===== config.mk =====
export PLATFORM = sky130hd
export DESIGN_NAME = phtc_cell
export DESIGN_NICKNAME = d
export VERILOG_FILES = /design/src/hdl/phtc_pkg.sv /design/src/hdl/phtc_cell.sv
export SDC_FILE = /design/constraint.sdc
export NUM_CORES = 1
export LEC_CHECK = 0
export ABC_CLOCK_PERIOD_IN_PS = 3660
export BUFFER_PORTS_ARGS = -buffer_cell sky130_fd_sc_hd__buf_2
export CAP_MARGIN = 25
export CORE_AREA = 2 2 205 207
export DETAILED_ROUTE_END_ITERATION = 10
export DIE_AREA = 0 0 207 209
export PLACE_DENSITY = 0.78
export SYNTH_ARGS = -nofsm -noshare
export SYNTH_HDL_FRONTEND = slang
export SYNTH_SLANG_ARGS = --single-unit

===== constraint.sdc =====
create_clock -name clk_i -period 3.66 [get_ports clk_i]
set_clock_uncertainty 0.1 [all_clocks]
set_input_delay 0.549 -clock clk_i [delete_from_list [all_inputs] [get_ports clk_i]]
set_output_delay 0.549 -clock clk_i [all_outputs]
set_load 0.05 [all_outputs]

===== src/hdl/phtc_pkg.sv =====
package phtc_pkg;

  localparam int unsigned DefTableSlots  = 64;
  localparam int unsigned DefCounterBits = 32;
  localparam int unsigned AddrW          = 32;
  localparam int unsigned LenW           = 16;
  localparam int unsigned SlotW          = 6;
  localparam int unsigned WordW          = 32;

  localparam logic OpAccount = 1'b0;
  localparam logic OpRead    = 1'b1;

  typedef struct packed {
    logic              valid;
    logic              op;
    logic [AddrW-1:0]  src;
    logic [AddrW-1:0]  dst;
    logic [LenW-1:0]   len;
    logic [SlotW-1:0]  rslot;
    logic              src_pend;
    logic              dst_pend;
    logic [SlotW-1:0]  src_slot;
    logic [SlotW-1:0]  dst_slot;
    logic              rd_valid;
    logic [AddrW-1:0]  rd_addr;
    logic [WordW-1:0]  rd_sent_pkts;
    logic [WordW-1:0]  rd_sent_bytes;
    logic [WordW-1:0]  rd_recv_pkts;
    logic [WordW-1:0]  rd_recv_bytes;
  } token_t;

endpackage


===== src/hdl/phtc_cell.sv =====
module phtc_cell #(
  parameter int unsigned IDX          = 0,
  parameter int unsigned COUNTER_BITS = phtc_pkg::DefCounterBits
) (
  input  logic              clk_i,
  input  logic              rst_ni,
  input  phtc_pkg::token_t  tok_i,
  output phtc_pkg::token_t  tok_o
);
  import phtc_pkg::*;

  localparam logic [SlotW-1:0] MySlot = SlotW'(IDX);
  localparam bit Readable = (IDX < (1 << SlotW));

  logic                    used_q, used_d;
  logic [AddrW-1:0]        addr_q, addr_d;
  logic [COUNTER_BITS-1:0] sp_q, sp_d, sb_q, sb_d, rp_q, rp_d, rb_q, rb_d;
  token_t                  tok_q, tok_d;
  logic                    acct, src_hit, dst_hit, alloc_src, alloc_dst;
  logic [COUNTER_BITS-1:0] len_ext;

  always_comb begin
    tok_d     = tok_i;
    used_d    = used_q;
    addr_d    = addr_q;
    sp_d      = sp_q;
    sb_d      = sb_q;
    rp_d      = rp_q;
    rb_d      = rb_q;
    len_ext   = COUNTER_BITS'(tok_i.len);
    acct      = tok_i.valid && (tok_i.op == OpAccount);
    src_hit   = acct && used_q && tok_i.src_pend && (addr_q == tok_i.src);
    dst_hit   = acct && used_q && tok_i.dst_pend && (addr_q == tok_i.dst);
    alloc_src = acct && !used_q && tok_i.src_pend;
    alloc_dst = acct && !used_q && tok_i.dst_pend &&
                (!tok_i.src_pend || (tok_i.dst == tok_i.src));
    if (src_hit) begin
      sp_d           = sp_q + COUNTER_BITS'(1);
      sb_d           = sb_q + len_ext;
      tok_d.src_pend = 1'b0;
      tok_d.src_slot = MySlot;
    end
    if (dst_hit) begin
      rp_d           = rp_q + COUNTER_BITS'(1);
      rb_d           = rb_q + len_ext;
      tok_d.dst_pend = 1'b0;
      tok_d.dst_slot = MySlot;
    end
    if (alloc_src || alloc_dst) begin
      used_d = 1'b1;
      addr_d = alloc_src ? tok_i.src : tok_i.dst;
      sp_d   = alloc_src ? COUNTER_BITS'(1) : '0;
      sb_d   = alloc_src ? len_ext : '0;
      rp_d   = alloc_dst ? COUNTER_BITS'(1) : '0;
      rb_d   = alloc_dst ? len_ext : '0;
    end
    if (alloc_src) begin
      tok_d.src_pend = 1'b0;
      tok_d.src_slot = MySlot;
    end
    if (alloc_dst) begin
      tok_d.dst_pend = 1'b0;
      tok_d.dst_slot = MySlot;
    end
    if (Readable && tok_i.valid && (tok_i.op == OpRead) && used_q &&
        (tok_i.rslot == MySlot)) begin
      tok_d.rd_valid      = 1'b1;
      tok_d.rd_addr       = addr_q;
      tok_d.rd_sent_pkts  = WordW'(sp_q);
      tok_d.rd_sent_bytes = WordW'(sb_q);
      tok_d.rd_recv_pkts  = WordW'(rp_q);
      tok_d.rd_recv_bytes = WordW'(rb_q);
    end
  end

  always_ff @(posedge clk_i or negedge rst_ni) begin
    if (!rst_ni) begin
      used_q <= 1'b0;
      tok_q  <= '0;
    end else begin
      used_q <= used_d;
      tok_q  <= tok_d;
    end
  end

  always_ff @(posedge clk_i) begin
    addr_q <= addr_d;
    sp_q   <= sp_d;
    sb_q   <= sb_d;
    rp_q   <= rp_d;
    rb_q   <= rb_d;
  end

  assign tok_o = tok_q;

endmodule


Yosys cells after proc, flatten, opt, wreduce, memory -nomap -nowiden. Index checks and enable logic that the tools add are counted.

Logic and storage cells: 72. Bits of input ports: 265. Register bits: 424.

Reductions and logical operators: 20. Mux-type cells: 22. Eq/ne operators: 3. Bitwise gates (word level): 1. $add $sub $neg: 4.

Operators by type and width (number): $mux W32 (9); $mux W161 (1); $eq A32 B32 Y1 (3); $add A32 B1 Y32 const B (2); $add A32 B16 Y32 (2); $mux W16 (2); $mux W6 (4); $logic_and A1 B1 Y1 (13); $logic_not A6 Y1 (1); $mux W1 (6); $reduce_bool A2 Y1 (2); $logic_not A1 Y1 (2); $logic_or A1 B1 Y1 (2); $not A1 Y1 (1).

Depth between registers and ports, before layout. Gate-level depths: netlist of run 1.

Word-level depth: 7. Gate-level depth with buffers: 9. Mapped depth without buffers: 9.

Worst setup path before layout of run 1. No wires, ideal clock.

Kind: input -> register. Start point: input port tok_i[261] in the netlist's numbering. End point: register rb_q[0], enable pin. Setup slack: 0.135 ns. Arrival: 3.001 ns. Stages: 5. Buffers on the path: 2. Path through: nor3b_1 o21ai_1 clkbuf_1 clkbuf_1 nand2_1.

Cells in the longest elaborated chain, start to end: 7. Elaborated cells on any way between the ends: 11. Those cells by class: bitwise: 1; reduce/logical: 10.

RTL lines: start, declared (RTL line phtc_cell.sv:7) `input phtc_pkg::token_t tok_i,`; $not A1 Y1 (*) (RTL line phtc_cell.sv:31) `acct = tok_i.valid && (tok_i.op == OpAccount);`; $logic_and A1 B1 Y1 (*) (RTL line phtc_cell.sv:31); $logic_and A1 B1 Y1 (RTL line phtc_cell.sv:34, phtc_cell.sv:35); $logic_and A1 B1 Y1 (2 in a row) (RTL line phtc_cell.sv:35) `alloc_dst = acct && !used_q && tok_i.dst_pend &&`; $logic_or A1 B1 Y1 (RTL line phtc_cell.sv:49) `if (alloc_src || alloc_dst) begin`; $reduce_bool A2 Y1 (no line) (*); end signal, assigned (RTL line phtc_cell.sv:91) `rb_q <= rb_d;`; end, declared (RTL line phtc_cell.sv:17) `logic [COUNTER_BITS-1:0] sp_q, sp_d, sb_q, sb_d, rp_q, rp_d, rb_q, rb_d;`.

Mark *: on every way between the ends. The rest lies on a longest branch, timed or not. A chain may end at the register's enable or synchronous reset.

Worst setup path in the final report of run 1.
Start point: register rb_q[6]. End point: register rb_q[23] (data pin).

Cells in the longest elaborated chain, start to end: 3.

RTL lines: $add A32 B16 Y32 (RTL line phtc_cell.sv:45) `rb_d = rb_q + len_ext;`; $mux W32 (RTL line phtc_cell.sv:43) `if (dst_hit) begin`; $mux W32 (RTL line phtc_cell.sv:49).

No other way between the ends. The select of a mux whose other input is x is not followed.

==> impl_results.md, run 1 <==
- Status: completed
- Setup Fix Bufs, Post-CTS: 0
- Final-report setup violation count: 0
- Final WL: roughly 56 mm
- Syn Inst Count: about 1500
- Vias in the first global route: approximately 15000
- Synth Warn #: 0
- Worst hold-check path type: input pin to flip-flop
- Number of port buffers: about 530
- Tot Pwr: 11.5 mW
- Pin count of the biggest net entering global routing: 95
- DR WL met2: 27.6 mm
- Metal3 WL: ~3.6 mm
- DR pass1 iterations: 5
- DR iter-0 viols: around 1100
- Final hold violations: 0
- Die width: between 200 and 250 um
- Initial Util: 0.462
- Total gr overflow: 0
- Fin nets: between 2000 and 2500
- Clock root cell: clkbuf_16
- Maxcap violations: 0
- Clk Latency, worst-skew pair: roughly 0.58 ns
- Setup crit end kind: flip-flop
- Clock buffer depth: 3
- Slew @ Worst Pin: 0.927 ns
- Wire length of the first global-routing pass: between 80 and 90 mm
- Half-perimeter wire length after placement: 41.7 mm
- Sequential area share after synthesis: 0.598
- Critical Path AT: approximately 3.5 ns
- Highest routed metal layer: met5
- RSZ-0062 raised after global routing: false
- Netlist cell types: slightly above 60
- Inserted Clock Buffers: 44
- Die height: 209 um
- Avg Cell Area, Syn: 12.8 um2
- Final slew viol count: 0
- # rows: 75
- Global Route Usage Sum: 0.250
- Syn Nets: around 1800
- Vias: ~14000
- Syn-to-layout area delta: 26.6%
- Drt via density: between 5 and 6
- Period Utilization, post-route: 0.891
- Clock sink count: 424
- Final instance area: approximately 0.024 mm2
- Type of the worst setup path: flip-flop to flip-flop
- CTS tree: done
- Power density cells: ~480 mW/mm2
- Setup TNS: 0 ns
- Antenna violations before repair: 5
- Crit path required time: 3.89 ns
- Async S/R FF share, synth: 0.623
- Dpl ws: between 0.15 and 0.2 ns
- Area post-placement: 0.0226 mm2
- CTS Hold Buffers Added: 6
- Final core occ: 0.584
- Mapped cell area: 0.0191 mm2
- CP max FO: 12
- WL met1: between 20 and 25 mm
- Prevailing post-synth register cell: dfrtp_1
- Detailed-route DRC error count: 0
- Htree depth: 2
- Max Freq: 307 MHz
- Filler cell count: 3310
- Minimum clock period: 3.26 ns
- Synthesis-stage register bit count: 424
- Placeable Area: between 0.04 and 0.05 mm2
- Share of cells above drive strength 1: 0.398
- Peak supply drop: 0.347 mV
- EDFF count, synth: between 150 and 200
- Startpoint types: flip-flop
- Io pins: 528
- PnR worst setup slack: about 0.40 ns
- Post-route ant nets: 0
- DIE AREA: approximately 0.043 mm2
- Wirelength per Cell: 21.2 um
- Slew Limit Headroom: 0.382
- Clk slew on worst S/H paths: ~0.06 ns
- Lkg Pwr: ~10 nW
- Placer Congestion: 0.883
- Post-CTS resize count: 0
==> placed cells by master, fill, tap and decap left out, drive strengths merged, types with 33 or more instances in the layout <==
| cell type | netlist | final |
|---|---|---|
| mux2 | 183 | 183 |
| a21oi | 43 | 43 |
| ha | 34 | 34 |
| buf | 3 | 560 |
| nand4 | 37 | 37 |
| xor2 | 103 | 103 |
| edfxtp | 160 | 160 |
| o21ai | 60 | 60 |
| clkbuf | 45 | 66 |
| inv | 27 | 33 |
| nand2 | 95 | 95 |
| nand3 | 41 | 41 |
| nor2 | 101 | 101 |
| dfrtp | 264 | 264 |
| xnor2 | 78 | 78 |
==> logic make-up after synthesis <==
| logic type | share of synthesized area |
|---|---|
| DFF | 0.598 |
| muxes | 0.113 |
| buffers and inverters | 0.0150 |
| and+or+nand+nor | 0.102 |
| xor gates and xnor gates | 0.0831 |
| AOI/OAI and AO/OA | 0.0640 |
| adders and majority gates | 0.0244 |
==> power breakdown <==
group          total, mW  internal [mW]  leakage, nW  switching, mW
Combinational       1.72          0.543         5.21           1.18
Sequential          5.29           5.18         4.52          0.108
Clock               4.46           2.55        0.720           1.91
==> final cells by class <==
class,instances,area (um2),share of cell area
Antenna cell,2,5.00,0.000207
Multi-Input combinational cell,993,7390,0.306
Sequential cell,424,11400,0.473
Tap cell,539,674,0.0279
Inverter,27,104,0.00430
Clock inverter,16,101,0.00420
Clock buffer,66,1340,0.0554
Timing Repair Buffer,566,3110,0.129
==> path summary, 6_finish.rpt <==
| check | depth (start not counted) | endpoint | slack, ns | start |
|---|---|---|---|---|
| setup / recovery | 8 | rb_q[23] | 0.40 | rb_q[6] |
| hold / removal | 1 | tok_o[261] | 0.04 | tok_i[261] |
| setup reg to reg | 8 | rb_q[23] | 0.40 | rb_q[6] |
| hold reg to reg | 1 | tok_o[11] | 0.44 | rb_q[11] |
| max in group asynchronous | 3 | tok_o[177] | 2.11 | rst_ni |
| min in group asynchronous | 2 | tok_o[117] | 0.52 | rst_ni |
==> cell usage after synthesis (4+ instances only) <==
cell type | number | share of area
dfrtp_1 | 264 | 0.35
mux2_2 | 183 | 0.11
edfxtp_1 | 160 | 0.25
xor2_1 | 103 | 0.047
nor2_1 | 101 | 0.020
nand2_1 | 94 | 0.019
xnor2_1 | 78 | 0.036
o21ai_0 | 59 | 0.015
clkbuf_1 | 45 | 0.0089
a21oi_1 | 43 | 0.011
nand3_1 | 41 | 0.011
nand4_1 | 37 | 0.012
ha_1 | 34 | 0.022
inv_1 | 27 | 0.0053
and3_1 | 20 | 0.0066
nor4_1 | 20 | 0.0066
nor3_1 | 16 | 0.0042
a21o_1 | 14 | 0.0055
and2_1 | 14 | 0.0046
or3_1 | 13 | 0.0043
nand2b_1 | 11 | 0.0036
o22ai_1 | 10 | 0.0033
mux2i_1 | 9 | 0.0047
o21a_1 | 9 | 0.0035
a211oi_1 | 6 | 0.0024
a31o_2 | 6 | 0.0028
a211o_1 | 5 | 0.0023
a31oi_1 | 5 | 0.0016
a22o_1 | 4 | 0.0018
and4_1 | 4 | 0.0018
nor2b_1 | 4 | 0.0013
nor3b_1 | 4 | 0.0016
o211ai_1 | 4 | 0.0016
==> registers in the layout, indices dropped and copies added (netlist names) <==
name,flops
rb_q,32
rp_q,32
tok_o,263
sb_q,32
sp_q,32
addr_q,32
used_q,1
==> per-layer routing <==
layer	global-route usage	vias up
met3	0.0478	100
met1	0.328	7172
li1	-	6514
met5	0	-
met4	0.0796	4
met2	0.422	602
==> through the flow <==
step	instances	hold WS, ns
after global routing	2632	0.0266
after floorplan	1492	0.153
final	2633	0.0363
after global placement	2543	0.408
after CTS	2631	0.00977
after detailed placement	2543	0.422
==> worst max-delay path, stage by stage (launching register included) <==
cell	delay [ns]
edfxtp_1	0.41
ha_1	0.40
nand4_1	0.11
a211oi_1	0.37
o211a_1	0.25
o21ai_0	0.19
a21oi_1	0.77
a21oi_1	0.15
a31o_2	0.26
(Power assumes the default switching activity.)
==> run 2: changes to the inputs <==
Settings changed: GPL_TIMING_DRIVEN from default to 0, SKIP_LAST_GASP from default to 1.
==> run 2 against run 1 <==
Clock-buffer cell count grew 4; design area shrank 0.17%; clock power up 4%; largest cell class unchanged; maximum frequency shrank 7.3%; cell count is 0.84% higher; non-clock buffer count up 18; global-route usage rose by 1.3 points; sequential share of layout area increased by 0.081 points; worst setup slack lost 0.26 ns; register-to-register slack worse by 0.26 ns; die area did not move.
==> impl_results.md, run 2 (same netlist as run 1, synthesis figures left out) <==
- Status: completed
- Vias in the first global route: 14900 (+2.5%)
- Critical Path Sink: rb_q[30]
- Worst r2r src: rb_q[0]
- Half-perimeter wire length after placement: 43.4 mm (+4.2%)
- Hold WS: 0.0396 ns (+0.00329 ns)
- Clock buffer depth: 3 (unchanged)
- Max FFs per register: 263 (unchanged)
- Clk Latency, worst-skew pair: 0.58 ns (about the same)
- Fin nets: 2378 (+0.89%)
- Lkg Pwr: 10.4 nW (-0.68%)
- Io pins: 528 (unchanged)
- Peak supply drop: 0.399 mV (+15%)
- Crit path required time: 3.98 ns (+0.09 ns)
- Clk slew on worst S/H paths: 0.06 ns (about the same)
- Footprint of the multi-input gates: 0.00742 mm2 (+0.41%)
- Minimum clock period: 3.52 ns (+0.257 ns)
- R2R Path End: rb_q[30]
- RSZ-0062 raised after global routing: false
- DR pass1 iterations: 5 (unchanged)
- Placeable Area: 0.0413 mm2 (unchanged)
- Initial Util: 0.462 (unchanged)
- Final hold violations: 0 (unchanged)
- Htree depth: 2 (unchanged)
- Cell-internal power: 8.41 mW (+1.7%)
- Filler cell count: 3318 (+0.24%)
- CP max FO: 7 (-5)
- Global Route Usage Sum: 0.263 (+0.0126)
- Final slew viol count: 0 (unchanged)
- Clock root cell: clkbuf_16
- Clock sink count: 424 (unchanged)
- Net Sw Power: 3.23 mW (+1.1%)
- Slew @ Worst Pin: 1.07 ns (+0.139 ns)
- Area post-placement: 0.0225 mm2 (-0.65%)
- Power share of the sequential group: 0.454 (-0.007)
- DR iter-0 viols: 1092 (-1.2%)
- DP Cell Count: 2561 (+0.71%)
- Antenna violations before repair: 7 (+2)
- Final-report setup violation count: 0 (unchanged)
- Die width: 207 um (unchanged)
- Inserted Clock Buffers: 46 (+4.5%)
- Detailed-route DRC error count: 0 (unchanged)
- # rows: 75 (unchanged)
- Register area: 0.0114 mm2 (unchanged)
- R2R depth: 9 (+1)
- Period Utilization, post-route: 0.961 (+0.0703)
- CTS tree: done
- Post-route ant nets: 0 (unchanged)
- Syn-to-layout area delta: 26.3%
- Wirelength per Cell: 22.0 um (+3.8%)
- Die height: 209 um (unchanged)
- Total gr overflow: 0 (unchanged)
- Placer Congestion: 0.889 (+0.70%)
- Fin cells: 2655 (+0.84%)
- Most common cell after layout, fill and taps aside: buf_2
- Slew Limit Headroom: 0.285 (-0.0972)
- Final instance area: 0.0241 mm2 (-0.17%)
- Final WL: 58.4 mm (+4.7%)
- Pin count of the biggest net entering global routing: 127 (+34%)
- Critical Path AT: 3.84 ns (+0.35 ns)
- Wire length of the first global-routing pass: 87.7 mm (+3.6%)
- Crit path from: rb_q[0]
- Maxcap violations: 0 (unchanged)
- R2R setup slack: 0.14 ns (-0.26 ns)
- Most frequent cells in the layout: 527 x buf_2, 264 x dfrtp_1, 183 x mux2_2, 160 x edfxtp_1, 103 x xor2_1
- Startpoint types: flip-flop
- Sw Ratio: 0.278 (-0.00120)
- Type of the worst setup path: flip-flop to flip-flop
- Worst hold-check path type: input pin to flip-flop
- Clock Power Share: 0.399 (+0.010)
- Drt via density: 5.52 (+0.90%)
- Tot Pwr: 11.6 mW (+1.5%)
- Comb pwr share: 0.147 (-0.003)
- Setup TNS: 0 ns (unchanged)
- Max Freq: 284 MHz (-7.3%)
- Vias: 14600 (+1.7%)
- Setup Fix Bufs, Post-CTS: 0 (unchanged)
- Number of port buffers: 527 (unchanged)
- DIE AREA: 0.0433 mm2 (unchanged)
- Share of cells above drive strength 1: 0.381 (-0.0177)
- Power density cells: 483 mW/mm2 (+1.7%)
- Setup crit end kind: flip-flop
==> run 2: cell count changes in the layout (fill, tap and decap cells not counted), sizes merged <==
cell / change
clkbuf: +49
inv: -1
diode: +1
nand2: +1
bufinv: +1
buf: -27
clkinv: -2
==> run 2: what timing repair did <==
action	4_1_cts	5_1_grt
pin swaps	0	1
endpoints found under the hold margin	33	0
hold buffers	6	0
resized for setup	1	8
cloned	0	1
setup endpoints to repair	64	119
==> run 2: worst max-delay path: stages (launching register included) <==
cell and delay (ns):
edfxtp_1 0.40, ha_1 0.24, fa_1 0.42, a21o_1 0.22
a221oi_1 0.40, a21oi_1 0.21, o21bai_1 0.63, a21oi_1 0.32
a31o_2 0.31, a21oi_1 0.13
==> run 2: how the worst min path moves through the flow <==
stage | startpoint | endpoint | slack, ns | cells past startpoint
after floorplan | rst_ni | tok_o[0] | 0.15 | 0
after global placement | sb_q[0] | tok_o[64] | 0.41 | 1
after detailed placement | rst_ni | tok_o[116] | 0.34 | 1
after CTS | tok_i[205] | tok_o[205] | 0.006 | 1
after global routing | tok_i[253] | tok_o[253] | 0.01 | 1
final | tok_i[205] | tok_o[205] | 0.04 | 1
==> run 2: final cells by class <==
class	instances	area share
diodes	3	0.000312
plain buffers	48	0.00784
repair buffers	536	0.116
inverters	27	0.00421
flip-flops and latches	424	0.474
clock buffers	70	0.0575
clock inverters	14	0.00478
well taps	539	0.0280
multi-input cells	994	0.308
==> run 2: layer usage <==
layer,GRT usage,vias to the layer above,part of all wire
met5,0,-,0.00045
met4,0.0911,4,0.030
met3,0.0509,109,0.073
met2,0.443,673,0.49
met1,0.341,7312,0.41
li1,-,6545,-
==> run 2: power groups by stage <==
stage / combinational (mW) / clock (mW) / sequential, mW
3_5_place_dp: 1.69 / 0 / 5.38
6_report: 1.71 / 4.64 / 5.29
4_1_cts: 1.70 / 4.71 / 5.29
3_3_place_gp: 1.64 / 0 / 5.38
5_1_grt: 1.82 / 4.90 / 5.30
2_1_floorplan: 0.530 / 0 / 5.90
==> run 2: through the flow <==
stage | setup slack [ns] | utilization
after detailed placement | -0.452 | 0.545
final | 0.141 | 0.583
after CTS | 0.0852 | 0.583
after global placement | -2.64 | 0.542
after global routing | 0.00650 | 0.583
after floorplan | 0.135 | -
==> run 3: changes to the inputs <==
Settings changed: BUFFER_PORTS_ARGS -buffer_cell sky130_fd_sc_hd__buf_2 to default, CORE_AREA 2 2 205 207 to default, CORE_MARGIN from default to 1.5, CORE_UTILIZATION from default to 45, DIE_AREA 0 0 207 209 to default, DONT_BUFFER_PORTS from default to 1, PLACE_DENSITY 0.78 to 0.66.
==> run 3 against run 2 <==
The run now ends with hold timing left; register-to-register slack improved by 0.19 ns; routed wire length is 2.3% lower; worst hold slack got worse by 0.44 ns; sequential share of layout area rose by 3.1 points; largest cell class unchanged; design area shrank 6.1%; highest routed layer unchanged; cell count is 15% lower.
==> impl_results.md, run 3 (same netlist as run 1, synthesis figures left out) <==
- Crit path required time: 3.87 ns (-0.11 ns)
- Global Route Usage Sum: 0.257 (-0.00581)
- Clock buffer depth: 3 (unchanged)
- Die width: 209 um (+0.90%)
- Placer Congestion: 0.895 (+0.61%)
- R2R depth: 9 (unchanged)
- Post-route ant nets: 0 (unchanged)
- Violated checks: hold timing
- Setup Fix Bufs, Post-CTS: 0 (unchanged)
- Power density cells: 496 mW/mm2 (+2.7%)
- Total gr overflow: 0 (unchanged)
- Antenna violations before repair: 10 (+3)
- Tot Pwr: 11.2 mW (-3.6%)
- Final core occ: 0.541 (-0.0429)
- Max FFs per register: 263 (unchanged)
- Crit path cell chain: ha_1 > fa_1 > a21o_1 > and4_1 > nor2_1 > o311ai_1 > o2111ai_1 > a21boi_0 > mux2i_1
- Highest-delay cell along the critical path: o2111ai_1
- DIE AREA: 0.0436 mm2 (+0.83%)
- Status: complete, but fails checks
- RSZ-0062 raised after global routing: false
- Placeable Area: 0.0419 mm2 (+1.4%)
- Slew Limit Headroom: 0.374 (+0.0889)
- Vias in the first global route: 13200 (-12%)
- Filler cell count: 3462 (+4.3%)
- Clock sink count: 424 (unchanged)
- Detailed-route DRC error count: 0 (unchanged)
- Number of port buffers: 0 (-100%)
- Share of cells above drive strength 1: 0.161 (-0.219)
- Wire length of the first global-routing pass: 84.4 mm (-3.7%)
- Drt via density: 5.79 (+5.0%)
- Minimum clock period: 3.32 ns (-0.194 ns)
- Inserted Clock Buffers: 45 (-2.2%)
- Fin nets: 1975 (-17%)
- Syn-to-layout area delta: 18.6%
- Max Freq: 301 MHz (+5.8%)
- Io pins: 528 (unchanged)
- Die height: 209 um (about the same)
- Peak supply drop: 0.329 mV (-17%)
- Maxcap violations: 0 (unchanged)
- Period Utilization, post-route: 0.908 (-0.0530)
- Clk Latency, worst-skew pair: 0.58 ns (about the same)
- Slew @ Worst Pin: 0.939 ns (-0.126 ns)
- DR pass1 iterations: 5 (unchanged)
- # rows: 75 (unchanged)
- Most frequent cells in the layout: 264 x dfrtp_1, 183 x mux2_2, 160 x edfxtp_1, 131 x dlygate4sd3_1, 103 x xor2_1
- Final WL: 57.1 mm (-2.3%)
- CP max FO: 7 (unchanged)
- Half-perimeter wire length after placement: 40.4 mm (-6.9%)
- Initial Util: 0.456 (-0.00621)
- Lkg Pwr: 8.78 nW (-15%)
- Vias: 13100 (-11%)
- Clock root cell: clkbuf_16
- Setup crit end kind: flip-flop
- Final slew viol count: 0 (unchanged)
- Slowest cell delay on critical path: 0.66 ns (+0.03 ns)
- Startpoint types: flip-flop
- Setup TNS: 0 ns (unchanged)
- Clk slew on worst S/H paths: 0.06 ns (about the same)
- Hold WS: -0.398 ns (-0.438 ns)
- Type of the worst setup path: flip-flop to flip-flop
- Critical Path AT: 3.53 ns (-0.31 ns)
- Wirelength per Cell: 25.3 um (+15%)
- R2R Path End: sb_q[30]
- Final-report setup violation count: 0 (unchanged)
- CTS tree: done
- DR iter-0 viols: 1124 (+2.9%)
- Pin count of the biggest net entering global routing: 265 (+110%)
- Worst hold-check path type: input pin to asynchronous set/reset pin
- Most common cell after layout, fill and taps aside: dfrtp_1
- R2R setup slack: 0.34 ns (+0.19 ns)
- Worst r2r src: sb_q[0]
- Final hold violations: 264 (+264)
- CTS Hold Buffers Added: 131 (+125)
- Htree depth: 2 (unchanged)
run 3: how the worst max path moves through the flow:
stage                           from       end  slack (ns)
after CTS                    sb_q[0]  sb_q[22]        0.14
after floorplan           tok_i[261]   rb_q[0]        0.14
after global placement    tok_i[174]   rp_q[6]       -1.88
final                        sb_q[0]  sb_q[30]        0.34
after global routing         sb_q[3]  sb_q[21]        0.10
after detailed placement  tok_i[174]   rp_q[2]       -0.40
run 3: final cells by class:
class | instances | area (um2) | share of cell area
clock inverters | 12 | 110 | 0.00487
inverters | 27 | 101 | 0.00448
plain buffers | 48 | 188 | 0.00830
clock buffers | 71 | 1360 | 0.0599
multi-input cells | 993 | 7400 | 0.327
repair buffers | 135 | 1370 | 0.0606
flip-flops and latches | 424 | 11400 | 0.504
well taps | 539 | 674 | 0.0298
diodes | 5 | 12.5 | 0.000553
run 3: worst max-delay path, delay by kind of cell (launching register included):
family                   cells  cell delay, ns
multiplexers                 1            0.16
AO/OA/AOI/OAI                4            1.31
adder cells (fa/ha/maj)      2            0.67
AND/OR/NAND/NOR              2            0.38
flip-flops                   1            0.44
run 3: stage by stage:
| step | cell area, um2 | worst slack (ns) | instances |
|---|---|---|---|
| final | 22600 | 0.335 | 2254 |
| after CTS | 22600 | 0.141 | 2247 |
| after global routing | 22600 | 0.102 | 2253 |
| after global placement | 19700 | -1.88 | 2031 |
| after floorplan | 19100 | 0.135 | 1492 |
| after detailed placement | 19800 | -0.402 | 2033 |
run 3: routing by layer:
metal  vias to the layer above  routed length (um)  GRT usage  share of wire
li1                       5744                   -          -              -
met1                      6612               23100      0.325           0.41
met2                       570               28100      0.433           0.49
met3                       116                3920     0.0585          0.069
met4                         8                1830     0.0925          0.032
met5                         -                  65          0         0.0011
run 3: repair_timing:
item,CTS,global route
setup endpoints to repair,64,4
gates resized for setup,2,2
hold endpoints to repair,395,264
run 3: where the power goes:
part / internal, mW / switching, mW / total, mW
Combinational: 0.414 / 0.400 / 0.813
Clock: 2.63 / 1.91 / 4.54
Sequential: 5.17 / 0.697 / 5.87
Total: 8.21 / 3.01 / 11.2
